[src/rtl/assert_macros.svh]
// assertion macros shared by the allocator modules
`ifndef ASSERT_MACROS_SVH
`define ASSERT_MACROS_SVH
`ifndef SYNTHESIS
// expression must hold at every clock edge out of reset
`define ASSERT_ALWAYS(lbl, clk, rst_n, expr) \
	lbl: assert property (@(posedge clk) disable iff (!rst_n) (expr)) \
		else $error("assertion failed");
// antecedent in one cycle implies consequent in the next
`define ASSERT_NEXT(lbl, clk, rst_n, ante, cons) \
	lbl: assert property (@(posedge clk) disable iff (!rst_n) (ante) |=> (cons)) \
		else $error("assertion failed");
`else
`define ASSERT_ALWAYS(lbl, clk, rst_n, expr)
`define ASSERT_NEXT(lbl, clk, rst_n, ante, cons)
`endif
`endif

[src/rtl/fsfl_pkg.sv]
// shared constants and types of the slot allocator
`timescale 1ns / 1ps
package fsfl_pkg;
	localparam int MAX_SLOTS = 1024;
	localparam int SLOT_W = $clog2(MAX_SLOTS);
	localparam int CNT_W = SLOT_W + 1;
	localparam logic [CNT_W-1:0] MAX_SLOTS_CNT = CNT_W'(MAX_SLOTS);

	localparam logic FUNC_ALLOC = 1'b0;
	localparam logic FUNC_FREE = 1'b1;

	typedef enum logic [1:0] {
		STATUS_OK = 2'd0,
		STATUS_NO_SLOT = 2'd1,
		STATUS_FREE_ERR = 2'd2
	} status_t;

	// commands from the controller to the datapath
	typedef struct packed {
		logic capture;
		logic exec;
	} cmd_t;
endpackage

[src/rtl/fsfl_ctrl.sv]
// controller state machine and output valid of the slot allocator
`timescale 1ns / 1ps
`include "assert_macros.svh"
module fsfl_ctrl (
	input  logic          clk,
	input  logic          arst_n,
	input  logic          in_valid,
	output logic          in_stall,
	output logic          out_valid,
	input  logic          out_stall,
	output fsfl_pkg::cmd_t cmd
);
	typedef enum logic [1:0] {
		ST_IDLE = 2'b01,
		ST_EXEC = 2'b10
	} state_t;

	state_t state_q;
	logic   out_valid_q;
	logic   out_free;

	// result register can take a new word
	assign out_free = !out_valid_q || !out_stall;

	assign in_stall = (state_q != ST_IDLE);
	assign cmd.capture = (state_q == ST_IDLE) && in_valid;
	assign cmd.exec = (state_q == ST_EXEC) && out_free;
	assign out_valid = out_valid_q;

	// state sequencing
	always_ff @(posedge clk or negedge arst_n) begin
		if (!arst_n) begin
			state_q <= ST_IDLE;
		end else begin
			case (state_q)
				ST_IDLE: begin
					if (cmd.capture) state_q <= ST_EXEC;
				end
				ST_EXEC: begin
					if (cmd.exec) state_q <= ST_IDLE;
				end
				default: state_q <= ST_IDLE;
			endcase
		end
	end

	// output word valid
	always_ff @(posedge clk or negedge arst_n) begin
		if (!arst_n) begin
			out_valid_q <= 1'b0;
		end else if (cmd.exec) begin
			out_valid_q <= 1'b1;
		end else if (!out_stall) begin
			out_valid_q <= 1'b0;
		end
	end

	`ASSERT_NEXT(a_capture_to_exec, clk, arst_n, cmd.capture, state_q == ST_EXEC)
	`ASSERT_NEXT(a_exec_shows_word, clk, arst_n, cmd.exec, out_valid_q && state_q == ST_IDLE)
	`ASSERT_NEXT(a_blocked_waits, clk, arst_n,
		state_q == ST_EXEC && out_valid_q && out_stall, state_q == ST_EXEC)
endmodule

[config.mk]
export PLATFORM = sky130hd
export DESIGN_NAME = fsfl_ctrl
export DESIGN_NICKNAME = d
export VERILOG_FILES = /design/src/rtl/fsfl_pkg.sv /design/src/rtl/fsfl_ctrl.sv
export VERILOG_INCLUDE_DIRS = /design/src /design/src/rtl
export SDC_FILE = /design/constraint.sdc
export NUM_CORES = 1
export LEC_CHECK = 0
export BUFFER_PORTS_ARGS = -buffer_cell sky130_fd_sc_hd__clkbuf_2
export CORE_AREA = 2 2 39 41
export CTS_BUF_LIST = sky130_fd_sc_hd__clkbuf_4 sky130_fd_sc_hd__clkbuf_8 sky130_fd_sc_hd__clkbuf_16
export DETAILED_ROUTE_END_ITERATION = 10
export DIE_AREA = 0 0 41 43
export HOLD_SLACK_MARGIN = 0.06
export PLACE_DENSITY_LB_ADDON = 0.12
export SYNTH_ARGS = -nofsm -noshare
export SYNTH_HDL_FRONTEND = slang
export SYNTH_SLANG_ARGS = --single-unit
[constraint.sdc]
create_clock -name clk -period 2.5 [get_ports clk]
set_input_delay 0.375 -clock clk [delete_from_list [all_inputs] [get_ports clk]]
set_output_delay 0.375 -clock clk [all_outputs]
set_load 0.005 [all_outputs]
==> impl_metrics.py, run 1 <==
metrics = {
    "global_routing": {
        "gr-total-overflow": 0,
        "grt_start_max_net_pins": 6,
        "wire_length_of_the_first_global_routing_pass_um": 448,
        "first_global_vias": 119,
        "use_met3": 0.0628,
        "groute.layer.met2.usage": 0.0500,
        "antenna_violations_before_repair": 0,
        "gr-max-usage-layer": "met3",
        "gr-usage-all-layers": 0.0473,
        "grt_use_met1": 0.0324,
    },
    "detailed_routing": {
        "final_antenna_net_count": 0,
        "routed-via-count": 134,
        "initialDrtViolationCount": 3,
        "drt-vias-per-instance": 3.35,
        "avgRoutedWirePerCell_um": 7.33,
        "routed_wl_um": 293,
        "drt_pass1_iterations": 2,
        "drcViolationCount": 0,
    },
    "yosys": {
        "synthesis.area_per_instance_um2": 10.7,
        "proportion_of_netlist_area_held_by_the_largest_area_contributor": 0.388,
        "syn_inst": 12,
        "mapped_cell_area_um2": 129,
        "post_synth_simple_gate_area": 0.252,
        "synth.area.top_cells": "sky130_fd_sc_hd__dfrtp_1 39%, sky130_fd_sc_hd__dfstp_2 20%, sky130_fd_sc_hd__nand2_1 8.7%, sky130_fd_sc_hd__nand2b_2 6.8%, sky130_fd_sc_hd__o22a_1 6.8%",
        "synth_top_family_by_area": "simple AND/OR/NAND/NOR gates",
        "adder_cell_fraction_of_synth_area": 0,
        "synth_xor_area_frac": 0,
        "yosys-mux-area-fraction": 0,
        "ys_seq_elements": 3,
        "synth-compound-area-share": 0.155,
        "seq_area_frac_synth": 0.592,
        "synthesis.nets": 16,
        "synth.lib_cells_used.distinct": 9,
        "synth-warning-count": 0,
        "synth_largest_area_cell": "sky130_fd_sc_hd__dfrtp_1",
    },
    "worst_setup_path": {
        "path_max_fanout": 3,
        "critical_path_arrival_ns": 1.14,
        "reg2reg_depth": 2,
        "path_class": "reg -> out",
        "cp-end-kind": "primary output",
        "crit_required_ns": 2.12,
        "worst_setup_path_start_kind": "register",
    },
    "cells_and_area": {
        "area.sequential_um2": 76.3,
        "nFillCells": 164,
        "area_used_by_multi_input_combinational_logic_um2": 52.6,
        "finalNonFillerCells": 40,
        "area_delta_synth_final_pct": 73.8,
        "num_antenna_cells": 0,
        "post_route_cells_drive_above_1_share": 0.583,
        "final_net_count": 29,
    },
    "pwr": {
        "vdd_drop_max_mv": 0.123,
        "powerDensity_mw_per_mm2": 823,
        "leakage_nw": 0.115,
    },
    "clock_tree": {
        "cts_post_setup_buffers_inserted": 0,
        "number_of_sinks_handled_by_clock_tree_synthesis": 3,
        "ctsHtreeMaxLevel": 1,
        "worst_setup_hold_path_clk_slew_ns": 0.04,
        "clock_tree_from_tritoncts": "built",
        "cts-root-to-sink-buffers": 2,
        "clock_insertion_delay_worst_skew_ns": 0.23,
        "tritoncts.num_buffers": 3,
        "cts_root_buffer": "sky130_fd_sc_hd__clkbuf_4",
    },
    "floorplan": {
        "fp.dieW_um": 41,
        "dieArea_mm2": 0.00176,
        "initial_utilization": 0.0931,
        "dieHeight_um": 43,
        "rows": 14,
        "ioPinCount": 8,
        "design.core.area_mm2": 0.00138,
    },
    "timing": {
        "worst_pin_slew_ns": 0.156,
        "setup_viol": 0,
        "final.setup_skew_ns": 0.00203,
        "hold_violations": 0,
        "share_of_the_clock_period_used_by_the_worst_path": 0.608,
        "drv_slew": 0,
        "rsz0062_at_grt": "no",
        "setup_tns_ns": 0,
        "fmax_mhz": 658,
        "timing.slew.headroom": 0.896,
        "layout_min_cycle_time_ns": 1.52,
    },
    "worst_hold_path": {
        "min-delay-path-class": "in -> reg",
        "min_path_cells": 3,
    },
    "place": {
        "routabilityCongestion": 0.677,
        "dp_cells": 35,
        "io_buffers": 7,
    },
    "status": {
        "status": "finished, final reports clean",
    },
    "job": {
        "drv_cap": 0,
    },
}
layer usage:
layer | wire length (um) | part of all wire
met2 | 126 | 0.43
met4 | 14 | 0.048
met5 | 0 | 0
met3 | 39 | 0.13
met1 | 112 | 0.38
state kept, by name, summed over array words and instances (netlist names):
register	cells
state_q	2
out_valid	1
repair_timing:
| action | in CTS | in global routing |
|---|---|---|
| resized for setup | 0 | 0 |
| hold buffers | 1 | 0 |
| endpoints found under the hold margin | 2 | 0 |
power by group:
part           switching (mW)  internal (mW)  leakage (nW)
sequential            0.00514         0.0562        0.0367
clock                  0.0259         0.0707        0.0184
combinational          0.0112         0.0151        0.0600
cell type report:
cell class | instances | share of cell area
multi-input cells | 9 | 0.235
repair buffers | 8 | 0.201
clock buffers | 4 | 0.134
well taps | 16 | 0.0894
flip-flops and latches | 3 | 0.341
kinds of logic after synthesis:
| kind of cell | after synthesis |
|---|---|
| AO/OA/AOI/OAI | 3 |
| AND/OR/NAND/NOR | 6 |
| flip-flops | 3 |
per-stage QoR:
stage	area, um^2	hold WS, ns	worst slack (ns)	util	total power, mW
6_report	224	0.405	0.981	0.162	0.184
5_1_grt	224	0.432	0.936	0.162	0.199
3_5_place_dp	184	0.177	1.23	0.133	0.0874
3_3_place_gp	184	0.179	1.22	0.133	0.0881
2_1_floorplan	129	0.0794	1.33	-	0.0745
4_1_cts	224	0.398	0.969	0.162	0.190
critical path, stage by stage (launching register included):
cell and delay [ns]:
sky130_fd_sc_hd__dfstp_2 0.52, sky130_fd_sc_hd__or2b_2 0.28, sky130_fd_sc_hd__clkbuf_2 0.11
layout by cell type (no fill, tap or decap), drive strengths merged:
| cell | netlist | final |
|---|---|---|
| or2b | 1 | 1 |
| nor2 | 1 | 1 |
| nand2 | 3 | 3 |
| dfrtp | 2 | 2 |
| a21oi | 1 | 1 |
| o22a | 1 | 1 |
| o22ai | 1 | 1 |
| dlygate4sd3 | 0 | 1 |
| dfstp | 1 | 1 |
| clkbuf | 0 | 11 |
| nand2b | 1 | 1 |
synth_stat cells:
cell	count
sky130_fd_sc_hd__nand2b_2	1
sky130_fd_sc_hd__a21oi_1	1
sky130_fd_sc_hd__or2b_2	1
sky130_fd_sc_hd__dfstp_2	1
sky130_fd_sc_hd__o22ai_1	1
sky130_fd_sc_hd__nor2_1	1
sky130_fd_sc_hd__o22a_1	1
sky130_fd_sc_hd__nand2_1	3
sky130_fd_sc_hd__dfrtp_1	2
path summary, 6_finish.rpt:
check | startpoint | to | slack [ns]
max in group asynchronous | arst_n | state_q[0] | 1.83
min reg2reg | out_valid | out_valid | 0.55
min in group asynchronous | arst_n | out_valid | 0.47
max reg2reg | state_q[0] | state_q[0] | 1.62
min | out_stall | out_valid | 0.40
max | state_q[0] | in_stall | 0.98
Power figures use the tool's default switching activity.
==> run 2: changes to the inputs <==
clock period = 1.5 ns   (was 2.5 ns; I/O delays follow)
==> impl_metrics.py, run 2 (synthesis gave the netlist of run 1 again) <==
metrics = {
    "clock_tree": {
        "worst_setup_hold_path_clk_slew_ns": 0.04,
        "cts_hold_buffers": 1,
        "cts_root_buffer": "sky130_fd_sc_hd__clkbuf_4",
        "clock_tree_from_tritoncts": "built",
        "number_of_sinks_handled_by_clock_tree_synthesis": 3,
        "ctsHtreeMaxLevel": 1,
        "clock_insertion_delay_worst_skew_ns": 0.23,
        "cts_resized": 0,
        "cts_post_setup_buffers_inserted": 0,
        "tritoncts.num_buffers": 3,
        "cts-root-to-sink-buffers": 2,
    },
    "place": {
        "place_hpwl_um": 228,
        "io_buffers": 7,
        "routabilityCongestion": 0.688,
    },
    "global_routing": {
        "gr-usage-all-layers": 0.0453,
        "wire_length_of_the_first_global_routing_pass_um": 483,
        "first_global_vias": 130,
        "antenna_violations_before_repair": 0,
        "grt_start_max_net_pins": 6,
        "gr-total-overflow": 0,
    },
    "worst_setup_path": {
        "crit_path_cell_trace": "or2b_2 -> clkbuf_2",
        "path_class": "reg -> out",
        "worst_setup_path_start_kind": "register",
        "path_max_fanout": 3,
        "critical_path_arrival_ns": 1.14,
        "reg2reg_depth": 2,
        "crit_path_top_delay_cell": "sky130_fd_sc_hd__dfstp_2",
        "crit_required_ns": 1.27,
        "cpPeakStageDelay_ns": 0.52,
        "cp_top_family": "flip-flops",
        "worstSetupPathDepth": 2,
        "cp-end-kind": "primary output",
        "cp.buffers_inverters": 1,
    },
    "detailed_routing": {
        "avgRoutedWirePerCell_um": 7.40,
        "drt_pass1_iterations": 4,
        "final_antenna_net_count": 0,
        "routed_wl_um": 296,
        "drt-vias-per-instance": 3.48,
        "routed-via-count": 139,
        "initialDrtViolationCount": 7,
        "drcViolationCount": 0,
    },
    "floorplan": {
        "ioPinCount": 8,
        "initial_utilization": 0.0931,
        "fp.dieW_um": 41,
        "dieHeight_um": 43,
        "design.core.area_mm2": 0.00138,
        "dieArea_mm2": 0.00176,
        "rows": 14,
    },
    "cells_and_area": {
        "post_route_cells_drive_above_1_share": 0.583,
        "layout.cells.most_common": "sky130_fd_sc_hd__clkbuf_2",
        "num_antenna_cells": 0,
        "largest-register": "state_q",
        "final_net_count": 29,
        "mostFrequentLayoutCells": "7 x sky130_fd_sc_hd__clkbuf_2, 4 x sky130_fd_sc_hd__clkbuf_4, 3 x sky130_fd_sc_hd__nand2_1",
        "area_delta_synth_final_pct": 73.8,
        "nFillCells": 159,
        "max_reg_flops": 2,
        "area.sequential_um2": 76.3,
        "area_used_by_multi_input_combinational_logic_um2": 52.6,
    },
    "worst_hold_path": {
        "min-delay-path-class": "in -> reg",
        "min_path_cells": 3,
    },
    "pwr": {
        "vdd_drop_max_mv": 0.485,
        "powerDensity_mw_per_mm2": 1380,
        "leakage_nw": 0.115,
    },
    "timing": {
        "setup_viol": 0,
        "worst_pin_slew_ns": 0.165,
        "drv_slew": 0,
        "hold_violations": 0,
        "final.setup_skew_ns": 0.000409,
        "rsz0062_at_grt": "no",
        "layout_min_cycle_time_ns": 1.37,
        "fmax_mhz": 730,
        "share_of_the_clock_period_used_by_the_worst_path": 0.913,
        "hold-worst-slack_ns": 0.261,
        "setup_tns_ns": 0,
        "timing.slew.headroom": 0.890,
    },
    "status": {
        "status": "finished, final reports clean",
    },
    "job": {
        "drv_cap": 0,
    },
}
run 2: where the power goes:
part / total (mW) / internal, mW / leakage, nW / switching [mW]
clock: 0.162 / 0.118 / 0.0184 / 0.0442
combinational: 0.0437 / 0.0252 / 0.0600 / 0.0185
sequential: 0.102 / 0.0937 / 0.0367 / 0.00872
total: 0.308 / 0.237 / 0.115 / 0.0715
run 2: worst reg2reg max path, stage by stage (launching register included):
cell and delay [ns]:
sky130_fd_sc_hd__dfstp_2 0.52, sky130_fd_sc_hd__nand2_1 0.08, sky130_fd_sc_hd__o22a_1 0.20
run 2: area by class of cell:
class	instances	share of cell area
clock buffers	4	0.134
flip-flops and latches	3	0.341
well taps	16	0.0894
repair buffers	8	0.201
multi-input cells	9	0.235
run 2: per-stage QoR:
stage               area, um^2  utilization  power, mW  worst slack [ns]  instances
finish                     224        0.162      0.308             0.130         40
floorplan                  129            -      0.124             0.477         12
global route               224        0.162      0.332            0.0861         40
global placement           184        0.133      0.146             0.379         35
CTS                        224        0.162      0.317             0.117         40
detailed placement         184        0.133      0.146             0.373         35
run 2: path summary, 6_finish.rpt:
| path | start | endpoint | slack, ns |
|---|---|---|---|
| worst max register to register | state_q[0] | state_q[0] | 0.63 |
| worst min-delay path | out_stall | out_valid | 0.26 |
| min in group asynchronous | arst_n | state_q[1] | 0.32 |
| worst min register to register | out_valid | out_valid | 0.55 |
| max in group asynchronous | arst_n | state_q[0] | 0.98 |
| worst max-delay path | state_q[0] | in_stall | 0.13 |
run 2: per-layer routing:
layer  wire (um)  global-route usage
met5           0                   0
met4           0              0.0200
met3          43              0.0628
met2         127              0.0563
met1         125              0.0390
